**src/design/cps_pkg.sv**
```systemverilog
// ----------------------------------------------------------------------------
// cps_pkg
// Shared types and constants of the counter priority task scheduler.
// ----------------------------------------------------------------------------
`timescale 1ns / 1ps
`default_nettype none

package cps_pkg;

  localparam int MODE_W  = 3;
  localparam int SLOT_W  = 6;
  localparam int PRIO_W  = 8;
  localparam int SLICE_W = 9;
  localparam int DEPTH_W = 8;
  localparam int TASK_W  = 6;

  localparam logic [DEPTH_W-1:0] DEPTH_MAX = '1;

  typedef enum logic [MODE_W-1:0] {
    MODE_TICK    = 3'd0,
    MODE_YIELD   = 3'd1,
    MODE_DISABLE = 3'd2,
    MODE_ENABLE  = 3'd3,
    MODE_SETUP   = 3'd4
  } mode_e;

  typedef enum logic [1:0] {
    ST_IDLE,
    ST_SCAN,
    ST_REFRESH,
    ST_FINISH
  } state_e;

  typedef struct packed {
    logic               present;
    logic               runnable;
    logic [PRIO_W-1:0]  prio;
    logic [SLICE_W-1:0] slice;
    logic [DEPTH_W-1:0] depth;
  } entry_t;

endpackage

`default_nettype wire

```
**src/design/cps_cell.sv**
```systemverilog
// ----------------------------------------------------------------------------
// cps_cell
// One task slot of the rotating slot ring; loads its neighbor on shift.
// ----------------------------------------------------------------------------
`timescale 1ns / 1ps
`default_nettype none

module cps_cell
  import cps_pkg::*;
#(
  parameter bit IS_HOME = 1'b0
) (
  input  wire logic   clk_i,
  input  wire logic   rst_ni,
  input  wire logic   shift_i,
  input  wire entry_t nxt_i,
  output entry_t      q_o
);

  entry_t entry_q;

  always_ff @(posedge clk_i or negedge rst_ni) begin
    if (!rst_ni) begin
      entry_q.present  <= IS_HOME;
      entry_q.runnable <= IS_HOME;
      entry_q.prio     <= PRIO_W'(IS_HOME);
      entry_q.slice    <= '0;
      entry_q.depth    <= '0;
    end else if (shift_i) begin
      entry_q <= nxt_i;
    end
  end

  assign q_o = entry_q;

endmodule

`default_nettype wire

```
**src/design/cps_ctrl.sv**
```systemverilog
// ----------------------------------------------------------------------------
// cps_ctrl
// Event sequencer: updates the slot at the ring head, tracks the best
// runnable slot, refreshes slices and registers the result.
// ----------------------------------------------------------------------------
`timescale 1ns / 1ps
`default_nettype none

module cps_ctrl
  import cps_pkg::*;
#(
  parameter int TASK_SLOTS = 64
) (
  input  wire logic               clk_i,
  input  wire logic               rst_ni,
  input  wire logic               in_valid_i,
  output logic                    in_stall_o,
  input  wire logic [MODE_W-1:0]  mode_i,
  input  wire logic [SLOT_W-1:0]  slot_i,
  input  wire logic [PRIO_W-1:0]  prio_i,
  input  wire logic               runnable_i,
  input  wire logic               present_i,
  input  wire entry_t             head_i,
  output entry_t                  head_o,
  output logic                    shift_o,
  output logic                    out_valid_o,
  input  wire logic               out_stall_i,
  output logic                    switched_o,
  output logic [TASK_W-1:0]       current_task_o,
  output logic [SLICE_W-1:0]      current_slice_o
);

  localparam int IW = (TASK_SLOTS > 1) ? $clog2(TASK_SLOTS) : 1;
  localparam int XW = (IW > SLOT_W) ? IW : SLOT_W;
  localparam logic [IW-1:0] LAST = IW'(TASK_SLOTS - 1);

  state_e state_q, state_d;

  logic [MODE_W-1:0]  mode_q;
  logic [SLOT_W-1:0]  slot_q;
  logic [PRIO_W-1:0]  prio_q;
  logic               run_q, pres_q;
  logic [IW-1:0]      step_q, cur_q, best_q;
  logic               any_q, resched_q, sw_q;
  logic [SLICE_W-1:0] top_q, slice0_q, slcur_q, res_slice_q;

  logic               out_valid_q, out_sw_q;
  logic [TASK_W-1:0]  out_task_q;
  logic [SLICE_W-1:0] out_slice_q;

  logic               accept, out_free, last, at_cur, refreshing;
  entry_t             e;
  logic               rnow, cand, any_eff, any_n, resched_n, need_refresh;
  logic [SLICE_W-1:0] top_eff, top_n, slice0_n, slcur_n, new_slice;
  logic [IW-1:0]      best_n, new_cur;

  assign accept   = in_valid_i && !in_stall_o;
  assign out_free = !out_valid_q || !out_stall_i;
  assign last     = (step_q == LAST);
  assign at_cur   = (step_q == cur_q);

  always_comb begin
    state_d = state_q;
    unique case (state_q)
      ST_IDLE:    if (in_valid_i) state_d = ST_SCAN;
      ST_SCAN:    if (last) state_d = need_refresh ? ST_REFRESH : ST_FINISH;
      ST_REFRESH: if (last) state_d = ST_FINISH;
      ST_FINISH:  if (out_free) state_d = ST_IDLE;
      default:    state_d = ST_IDLE;
    endcase
  end

  always_comb begin
    in_stall_o = 1'b1;
    shift_o    = 1'b0;
    refreshing = 1'b0;
    unique case (state_q)
      ST_IDLE:    in_stall_o = 1'b0;
      ST_SCAN:    shift_o = 1'b1;
      ST_REFRESH: begin
        shift_o    = 1'b1;
        refreshing = 1'b1;
      end
      ST_FINISH:  in_stall_o = 1'b1;
      default:    in_stall_o = 1'b1;
    endcase
  end

  always_comb begin
    e    = head_i;
    rnow = 1'b0;
    if (refreshing) begin
      if (head_i.present) begin
        e.slice = (head_i.slice >> 1) + SLICE_W'(head_i.prio);
      end
    end else begin
      if (at_cur) begin
        case (mode_q)
          MODE_TICK: begin
            if (head_i.slice != '0) e.slice = head_i.slice - SLICE_W'(1);
            rnow = (e.slice == '0) && (head_i.depth == '0);
          end
          MODE_YIELD: begin
            e.slice = '0;
            rnow    = 1'b1;
          end
          MODE_DISABLE: begin
            if (head_i.depth != DEPTH_MAX) e.depth = head_i.depth + DEPTH_W'(1);
          end
          MODE_ENABLE: begin
            if (head_i.depth != '0) e.depth = head_i.depth - DEPTH_W'(1);
          end
          default: rnow = 1'b0;
        endcase
      end
      if (mode_q == MODE_SETUP && XW'(step_q) == XW'(slot_q)) begin
        e.prio     = (prio_q == '0) ? PRIO_W'(1) : prio_q;
        e.slice    = SLICE_W'(e.prio);
        e.runnable = run_q;
        e.present  = pres_q;
        e.depth    = '0;
      end
    end

    any_eff = (step_q == '0) ? 1'b0 : any_q;
    top_eff = (step_q == '0) ? '0 : top_q;
    cand    = e.present && e.runnable && (!any_eff || e.slice > top_eff);
    any_n   = any_eff || (e.present && e.runnable);
    top_n   = cand ? e.slice : top_eff;
    best_n  = cand ? step_q : best_q;

    slice0_n  = (step_q == '0) ? e.slice : slice0_q;
    slcur_n   = at_cur ? e.slice : slcur_q;
    resched_n = resched_q || (at_cur && rnow);

    need_refresh = resched_n && any_n && (top_n == '0);
    new_cur      = cur_q;
    new_slice    = slcur_n;
    if (refreshing) begin
      new_cur   = best_n;
      new_slice = top_n;
    end else if (resched_n) begin
      new_cur   = any_n ? best_n : '0;
      new_slice = any_n ? top_n : slice0_n;
    end
  end

  assign head_o = e;

  always_ff @(posedge clk_i or negedge rst_ni) begin
    if (!rst_ni) begin
      state_q     <= ST_IDLE;
      cur_q       <= '0;
      out_valid_q <= 1'b0;
    end else begin
      state_q <= state_d;
      if (shift_o && last && state_d == ST_FINISH) begin
        cur_q <= new_cur;
      end
      if (state_q == ST_FINISH && out_free) begin
        out_valid_q <= 1'b1;
      end else if (!out_stall_i) begin
        out_valid_q <= 1'b0;
      end
    end
  end

  always_ff @(posedge clk_i) begin
    if (accept) begin
      mode_q    <= mode_i;
      slot_q    <= slot_i;
      prio_q    <= prio_i;
      run_q     <= runnable_i;
      pres_q    <= present_i;
      step_q    <= '0;
      resched_q <= 1'b0;
    end
    if (shift_o) begin
      step_q    <= last ? '0 : step_q + IW'(1);
      any_q     <= any_n;
      top_q     <= top_n;
      best_q    <= best_n;
      slice0_q  <= slice0_n;
      slcur_q   <= slcur_n;
      resched_q <= resched_n;
      if (last && state_d == ST_FINISH) begin
        sw_q        <= (new_cur != cur_q);
        res_slice_q <= new_slice;
      end
    end
    if (state_q == ST_FINISH && out_free) begin
      out_sw_q    <= sw_q;
      out_task_q  <= TASK_W'(cur_q);
      out_slice_q <= res_slice_q;
    end
  end

  assign out_valid_o     = out_valid_q;
  assign switched_o      = out_sw_q;
  assign current_task_o  = out_task_q;
  assign current_slice_o = out_slice_q;

endmodule

`default_nettype wire

```
**src/design/counter_priority_task_scheduler.sv**
```systemverilog
// An accepted event runs a scan pass around the ring, plus a slice refresh pass when needed,
// then its result is registered; no new event is taken before that. The ring turns one slot
// per cycle during those passes. A result waits in an output register while the next event
// is taken; an event that finishes while that result is still stalled holds until it leaves.
// Reset (asynchronous, active low): slot 0 present, runnable, priority 1; others free;
// all slices and preemption depths zero; current task 0; no result pending.
// ----------------------------------------------------------------------------
// counter_priority_task_scheduler
// Slot table held in a rotating chain of cells with a sequencer at its head.
// ----------------------------------------------------------------------------
`timescale 1ns / 1ps
`default_nettype none

module counter_priority_task_scheduler
  import cps_pkg::*;
#(
  parameter int TASK_SLOTS = 64
) (
  input  wire logic               clk_i,
  input  wire logic               rst_ni,
  input  wire logic               in_valid_i,
  output logic                    in_stall_o,
  input  wire logic [MODE_W-1:0]  mode_i,
  input  wire logic [SLOT_W-1:0]  slot_i,
  input  wire logic [PRIO_W-1:0]  prio_i,
  input  wire logic               runnable_i,
  input  wire logic               present_i,
  output logic                    out_valid_o,
  input  wire logic               out_stall_i,
  output logic                    switched_o,
  output logic [TASK_W-1:0]       current_task_o,
  output logic [SLICE_W-1:0]      current_slice_o
);

  entry_t cell_q [TASK_SLOTS];
  entry_t head_wr;
  logic   shift;

  for (genvar i = 0; i < TASK_SLOTS; i++) begin : g_ring
    entry_t nxt;
    if (i == TASK_SLOTS - 1) begin : g_tail
      assign nxt = head_wr;
    end else begin : g_mid
      assign nxt = cell_q[i+1];
    end
    cps_cell #(
      .IS_HOME(i == 0)
    ) u_cell (
      .clk_i  (clk_i),
      .rst_ni (rst_ni),
      .shift_i(shift),
      .nxt_i  (nxt),
      .q_o    (cell_q[i])
    );
  end

  cps_ctrl #(
    .TASK_SLOTS(TASK_SLOTS)
  ) u_ctrl (
    .clk_i          (clk_i),
    .rst_ni         (rst_ni),
    .in_valid_i     (in_valid_i),
    .in_stall_o     (in_stall_o),
    .mode_i         (mode_i),
    .slot_i         (slot_i),
    .prio_i         (prio_i),
    .runnable_i     (runnable_i),
    .present_i      (present_i),
    .head_i         (cell_q[0]),
    .head_o         (head_wr),
    .shift_o        (shift),
    .out_valid_o    (out_valid_o),
    .out_stall_i    (out_stall_i),
    .switched_o     (switched_o),
    .current_task_o (current_task_o),
    .current_slice_o(current_slice_o)
  );

`ifndef NO_ASSERTIONS
  a_busy_after_accept: assert property (@(posedge clk_i) disable iff (!rst_ni)
    in_valid_i && !in_stall_o |=> in_stall_o)
    else $error("event accepted while the ring was busy");

  a_result_from_event: assert property (@(posedge clk_i) disable iff (!rst_ni)
    $rose(out_valid_o) |-> $past(in_stall_o))
    else $error("result appeared without an event in progress");

  a_task_in_table: assert property (@(posedge clk_i) disable iff (!rst_ni)
    out_valid_o && (TASK_SLOTS < 64) |-> 32'(current_task_o) < TASK_SLOTS)
    else $error("current task outside the slot table");
`endif

endmodule

`default_nettype wire

```
**config.mk**
```make
export PLATFORM = sky130hd
export DESIGN_NAME = counter_priority_task_scheduler
export DESIGN_NICKNAME = d
export VERILOG_FILES = /design/src/design/cps_pkg.sv /design/src/design/cps_cell.sv /design/src/design/cps_ctrl.sv /design/src/design/counter_priority_task_scheduler.sv
export SDC_FILE = /design/constraint.sdc
export NUM_CORES = 2
export LEC_CHECK = 0
export ABC_CLOCK_PERIOD_IN_PS = 6700
export BUFFER_PORTS_ARGS = -buffer_cell sky130_fd_sc_hd__buf_2
export CAP_MARGIN = 25
export CORE_MARGIN = 3
export CORE_UTILIZATION = 55
export DETAILED_ROUTE_END_ITERATION = 8
export GPL_TIMING_DRIVEN = 0
export PLACE_DENSITY = 0.71
export SLEW_MARGIN = 40
export SYNTH_ARGS = -nofsm -noshare
export SYNTH_HDL_FRONTEND = slang
export SYNTH_SLANG_ARGS = --single-unit
```
**constraint.sdc**
```tcl
create_clock -name clk_i -period 6.7 [get_ports clk_i]
set_input_delay 1.34 -clock clk_i [delete_from_list [all_inputs] [get_ports clk_i]]
set_output_delay 1.34 -clock clk_i [all_outputs]
set_load 0.05 [all_outputs]
```
==> results.json <==
{
  "outcome": "finished clean",
  "timing.critical_path.buf_inv": 6,
  "layout_worst_path_cycle_share_pct": 94.3,
  "critical-path-top-delay-family": "buffers and inverters",
  "cp_data_arrival_time_ns": 6.84,
  "postCtsHoldBufs": 0,
  "crit_path_end_kind": "flip-flop",
  "ctsResizeCount": 0,
  "avgViaCountPerCell": 5.37,
  "clock-sinks": 1823,
  "cpPeakStageDelay_ns": 0.52,
  "std_cell_rows": 129,
  "synth_fp_nets": 4349,
  "pwr_density_cell_nw_per_um2": 391,
  "antenna_violations_before_repair": 0,
  "grt_pass1_wl_um": 189000,
  "clk_path_buf_depth": 3,
  "gpl.final_weighted_congestion": 0.856,
  "post-route-drc-count": 0,
  "design.final.nets": 4592,
  "fmax_mhz": 158,
  "ant_nets": 0,
  "number_of_global_route_vias_before_repair": 36200,
  "syn2layout_area_growth_pct": 12.6,
  "initial_utilization_pct": 55.8,
  "tritoncts": "built",
  "die_h_um": 362,
  "finalPower_mw": 30.7,
  "fin_setup_tns_ns": 0,
  "most-common-layout-cells": "sky130_fd_sc_hd__dfrtp_1, sky130_fd_sc_hd__mux2_2, sky130_fd_sc_hd__clkbuf_1, sky130_fd_sc_hd__clkbuf_16, sky130_fd_sc_hd__edfxtp_1",
  "ys_async_sr_fraction_pct": 95.3,
  "floorplan.die_area_sq_um": 131000,
  "skew_ns": 0.0201,
  "routedWlPerCell_um": 17.1,
  "top_ff_cell_synth": "sky130_fd_sc_hd__dfrtp_1",
  "worst_path_max_delay_cell": "sky130_fd_sc_hd__clkbuf_1",
  "critPathKind": "reg -> reg",
  "dr_total_vias": 33900,
  "post_synth_num_cell_types": 82,
  "max_slew.worst_pin.slew_ns": 0.832,
  "root_buffer": "sky130_fd_sc_hd__clkbuf_16",
  "static-leakage-power_nw": 38.5,
  "timing.reg2reg.worst_path_depth": 20,
  "core_region_area_sq_um": 125000,
  "final_common_cell": "sky130_fd_sc_hd__dfrtp_1",
  "worst_setup_hold_path_clk_slew_ns": 0.06,
  "port_buffers": 40,
  "yosys_warnings": 0,
  "highest_layer": "met4",
  "overflow": 0,
  "cts-buffers-inserted": 180,
  "met2_wirelength_um": 49600,
  "layout-drive-gt1-share_pct": 44.8,
  "critical-path-top-cell-by-count": "sky130_fd_sc_hd__clkbuf_1",
  "post_cts_buffers": 0,
  "syn-instance-count": 4297,
  "timing.hold.worst.class": "reg -> reg",
  "ir_worst_vdd_mv": 0.214,
  "hold_path.startpoint": "u_ctrl.res_slice_q[1]$_DFFE_PP_",
  "totalWireLength_um": 108000,
  "startpoint_type": "flip-flop",
  "timing.max_slew.rel_slack_pct": 44.6,
  "syn_area_per_cell_sq_um": 16.2,
  "layout_min_cycle_time_ns": 6.32,
  "grtUsageTotal_pct": 17.3,
  "hold_viol": 0,
  "data_required_time_at_the_worst_endpoint_ns": 7.22,
  "drv_slew": 0,
  "critical_path_cell_count": 20,
  "worstSetupStartpoint": "u_ctrl.state_q[0]$_DFF_PN0_",
  "drtPass1Iterations": 5,
  "detailedPlacementHpwl_um": 71600,
  "top_level_ports": 41,
  "clock_insertion_delay_worst_skew_ns": 0.77,
  "antenna-diode-count": 0,
  "die_width_um": 362,
  "setup_viol_count_final": 0,
  "worst_r2r_src": "u_ctrl.state_q[0]$_DFF_PN0_",
  "timing.hold.worst_path_depth": 0,
  "unrepaired_setup_endpoints_after_global_routing": "no",
  "met3WireLength_um": 4040,
  "critPathMaxFanout": 10,
  "cts-htree-levels": 4,
  "synth_edf_count": 86,
  "grt_max_degree": 110,
  "cap_violations": 0,
  "crit_path_cell_trace": "inv_1, ha_1, clkbuf_1, inv_1, clkbuf_1, nand4_2, clkbuf_1, o211ai_1, nor2_1, ha_1, and3_1, nand3_1, a21oi_1, o41ai_1, a31oi_2, buf_6, mux2i_1, o22ai_1, or3_1, a221o_1",
  "netlist_area_sq_um": 69600,
  "met1_layer_wirelength_in_the_final_routing_um": 51700,
  "ys_ff_latch": 1823,
  "initialDrtViolationCount": 1761,
  "synth_sequential_area_ratio_pct": 66.1
}
[path summary, 6_finish.rpt]
kind | to | slack, ns
worst max-delay path | u_ctrl.sw_q$_DFFE_PP_ | 0.38
worst min-delay path | u_ctrl.current_slice_o[1]$_DFFE_PP_ | 0.42
worst max register to register | u_ctrl.sw_q$_DFFE_PP_ | 0.38
worst min register to register | u_ctrl.current_slice_o[1]$_DFFE_PP_ | 0.42
max in group asynchronous | g_ring[47].u_cell.q_o[5]$_DFFE_PN0N_ | 2.36
min in group asynchronous | g_ring[53].u_cell.q_o[13]$_DFFE_PN0N_ | 0.53
[report_power, final]
part	leakage, nW	switching (mW)	internal (mW)
sequential	24.5	0.846	12.9
clock	2.92	4.07	5.89
combinational	11.1	3.45	3.55
[cells by family (layout without fill, tap and decap cells)]
kind of cell | after synthesis | in the layout | synth area share (%)
AO/OA/AOI/OAI | 206 | 206 | 2.06
XOR/XNOR | 18 | 18 | 0.259
adder cells (fa/ha/maj) | 29 | 29 | 0.532
buffers and inverters | 265 | 650 | 1.48
flip-flops | 1823 | 1823 | 66.1
multiplexers | 1721 | 1721 | 27.8
AND/OR/NAND/NOR | 235 | 235 | 1.72
[through the flow]
step | cell area (sq um) | hold slack, ns | setup WS, ns | cells | util [%]
after floorplan | 69600 | 0.400 | 1.62 | 4297 | -
after global placement | 71900 | 0.404 | -33.39 | 5974 | 57.6
after detailed placement | 72500 | 0.405 | 0.359 | 5995 | 58.1
after CTS | 78400 | 0.418 | 0.358 | 6319 | 62.9
after global routing | 78400 | 0.423 | 0.0345 | 6319 | 62.9
final | 78400 | 0.417 | 0.381 | 6319 | 62.9
[area by class of cell]
type,instances,area (sq um)
Fill cell,9129,46300
Tap cell,1637,2050
Clock buffer,270,5340
Buffer,228,898
Timing Repair Buffer,61,753
Multi-Input combinational cell,2209,22600
Sequential cell,1823,46100
Clock inverter,54,613
Inverter,37,139
[synthesized netlist by cell type, drive strengths merged (10+ instances only)]
cell type / number / area share, %
dfrtp: 1734 / 62
mux2: 1711 / 28
clkbuf: 211 / 1.1
edfxtp: 86 / 3.7
nand2: 81 / 0.44
nor2: 59 / 0.32
o21ai: 57 / 0.41
inv: 37 / 0.20
a21oi: 29 / 0.21
ha: 28 / 0.50
a31oi: 17 / 0.16
buf: 17 / 0.15
o22a: 15 / 0.19
nor3: 14 / 0.12
xnor2: 14 / 0.21
nand3: 13 / 0.093
or3: 11 / 0.099
mux2i: 10 / 0.15
[per-layer routing]
| layer | GRT usage (%) | vias up |
|---|---|---|
| met5 | 0 | - |
| met4 | 5.69 | 0 |
| met3 | 3.01 | 205 |
| met2 | 27.0 | 440 |
| met1 | 24.9 | 17300 |
| li1 | - | 15900 |
[registers in the layout, summed over array words and instances (netlist names), 2 cells and up]
name / count
u_ctrl.state_q: 2
u_ctrl.top_q: 9
g_ring.u_cell.q_o: 1728
u_ctrl.best_q: 6
u_ctrl.cur_q: 6
u_ctrl.res_slice_q: 9
u_ctrl.slcur_q: 9
u_ctrl.step_q: 6
u_ctrl.slot_q: 6
u_ctrl.prio_q: 8
u_ctrl.current_task_o: 6
u_ctrl.slice0_q: 9
u_ctrl.mode_q: 3
u_ctrl.current_slice_o: 9
(Power assumes the default switching activity.)
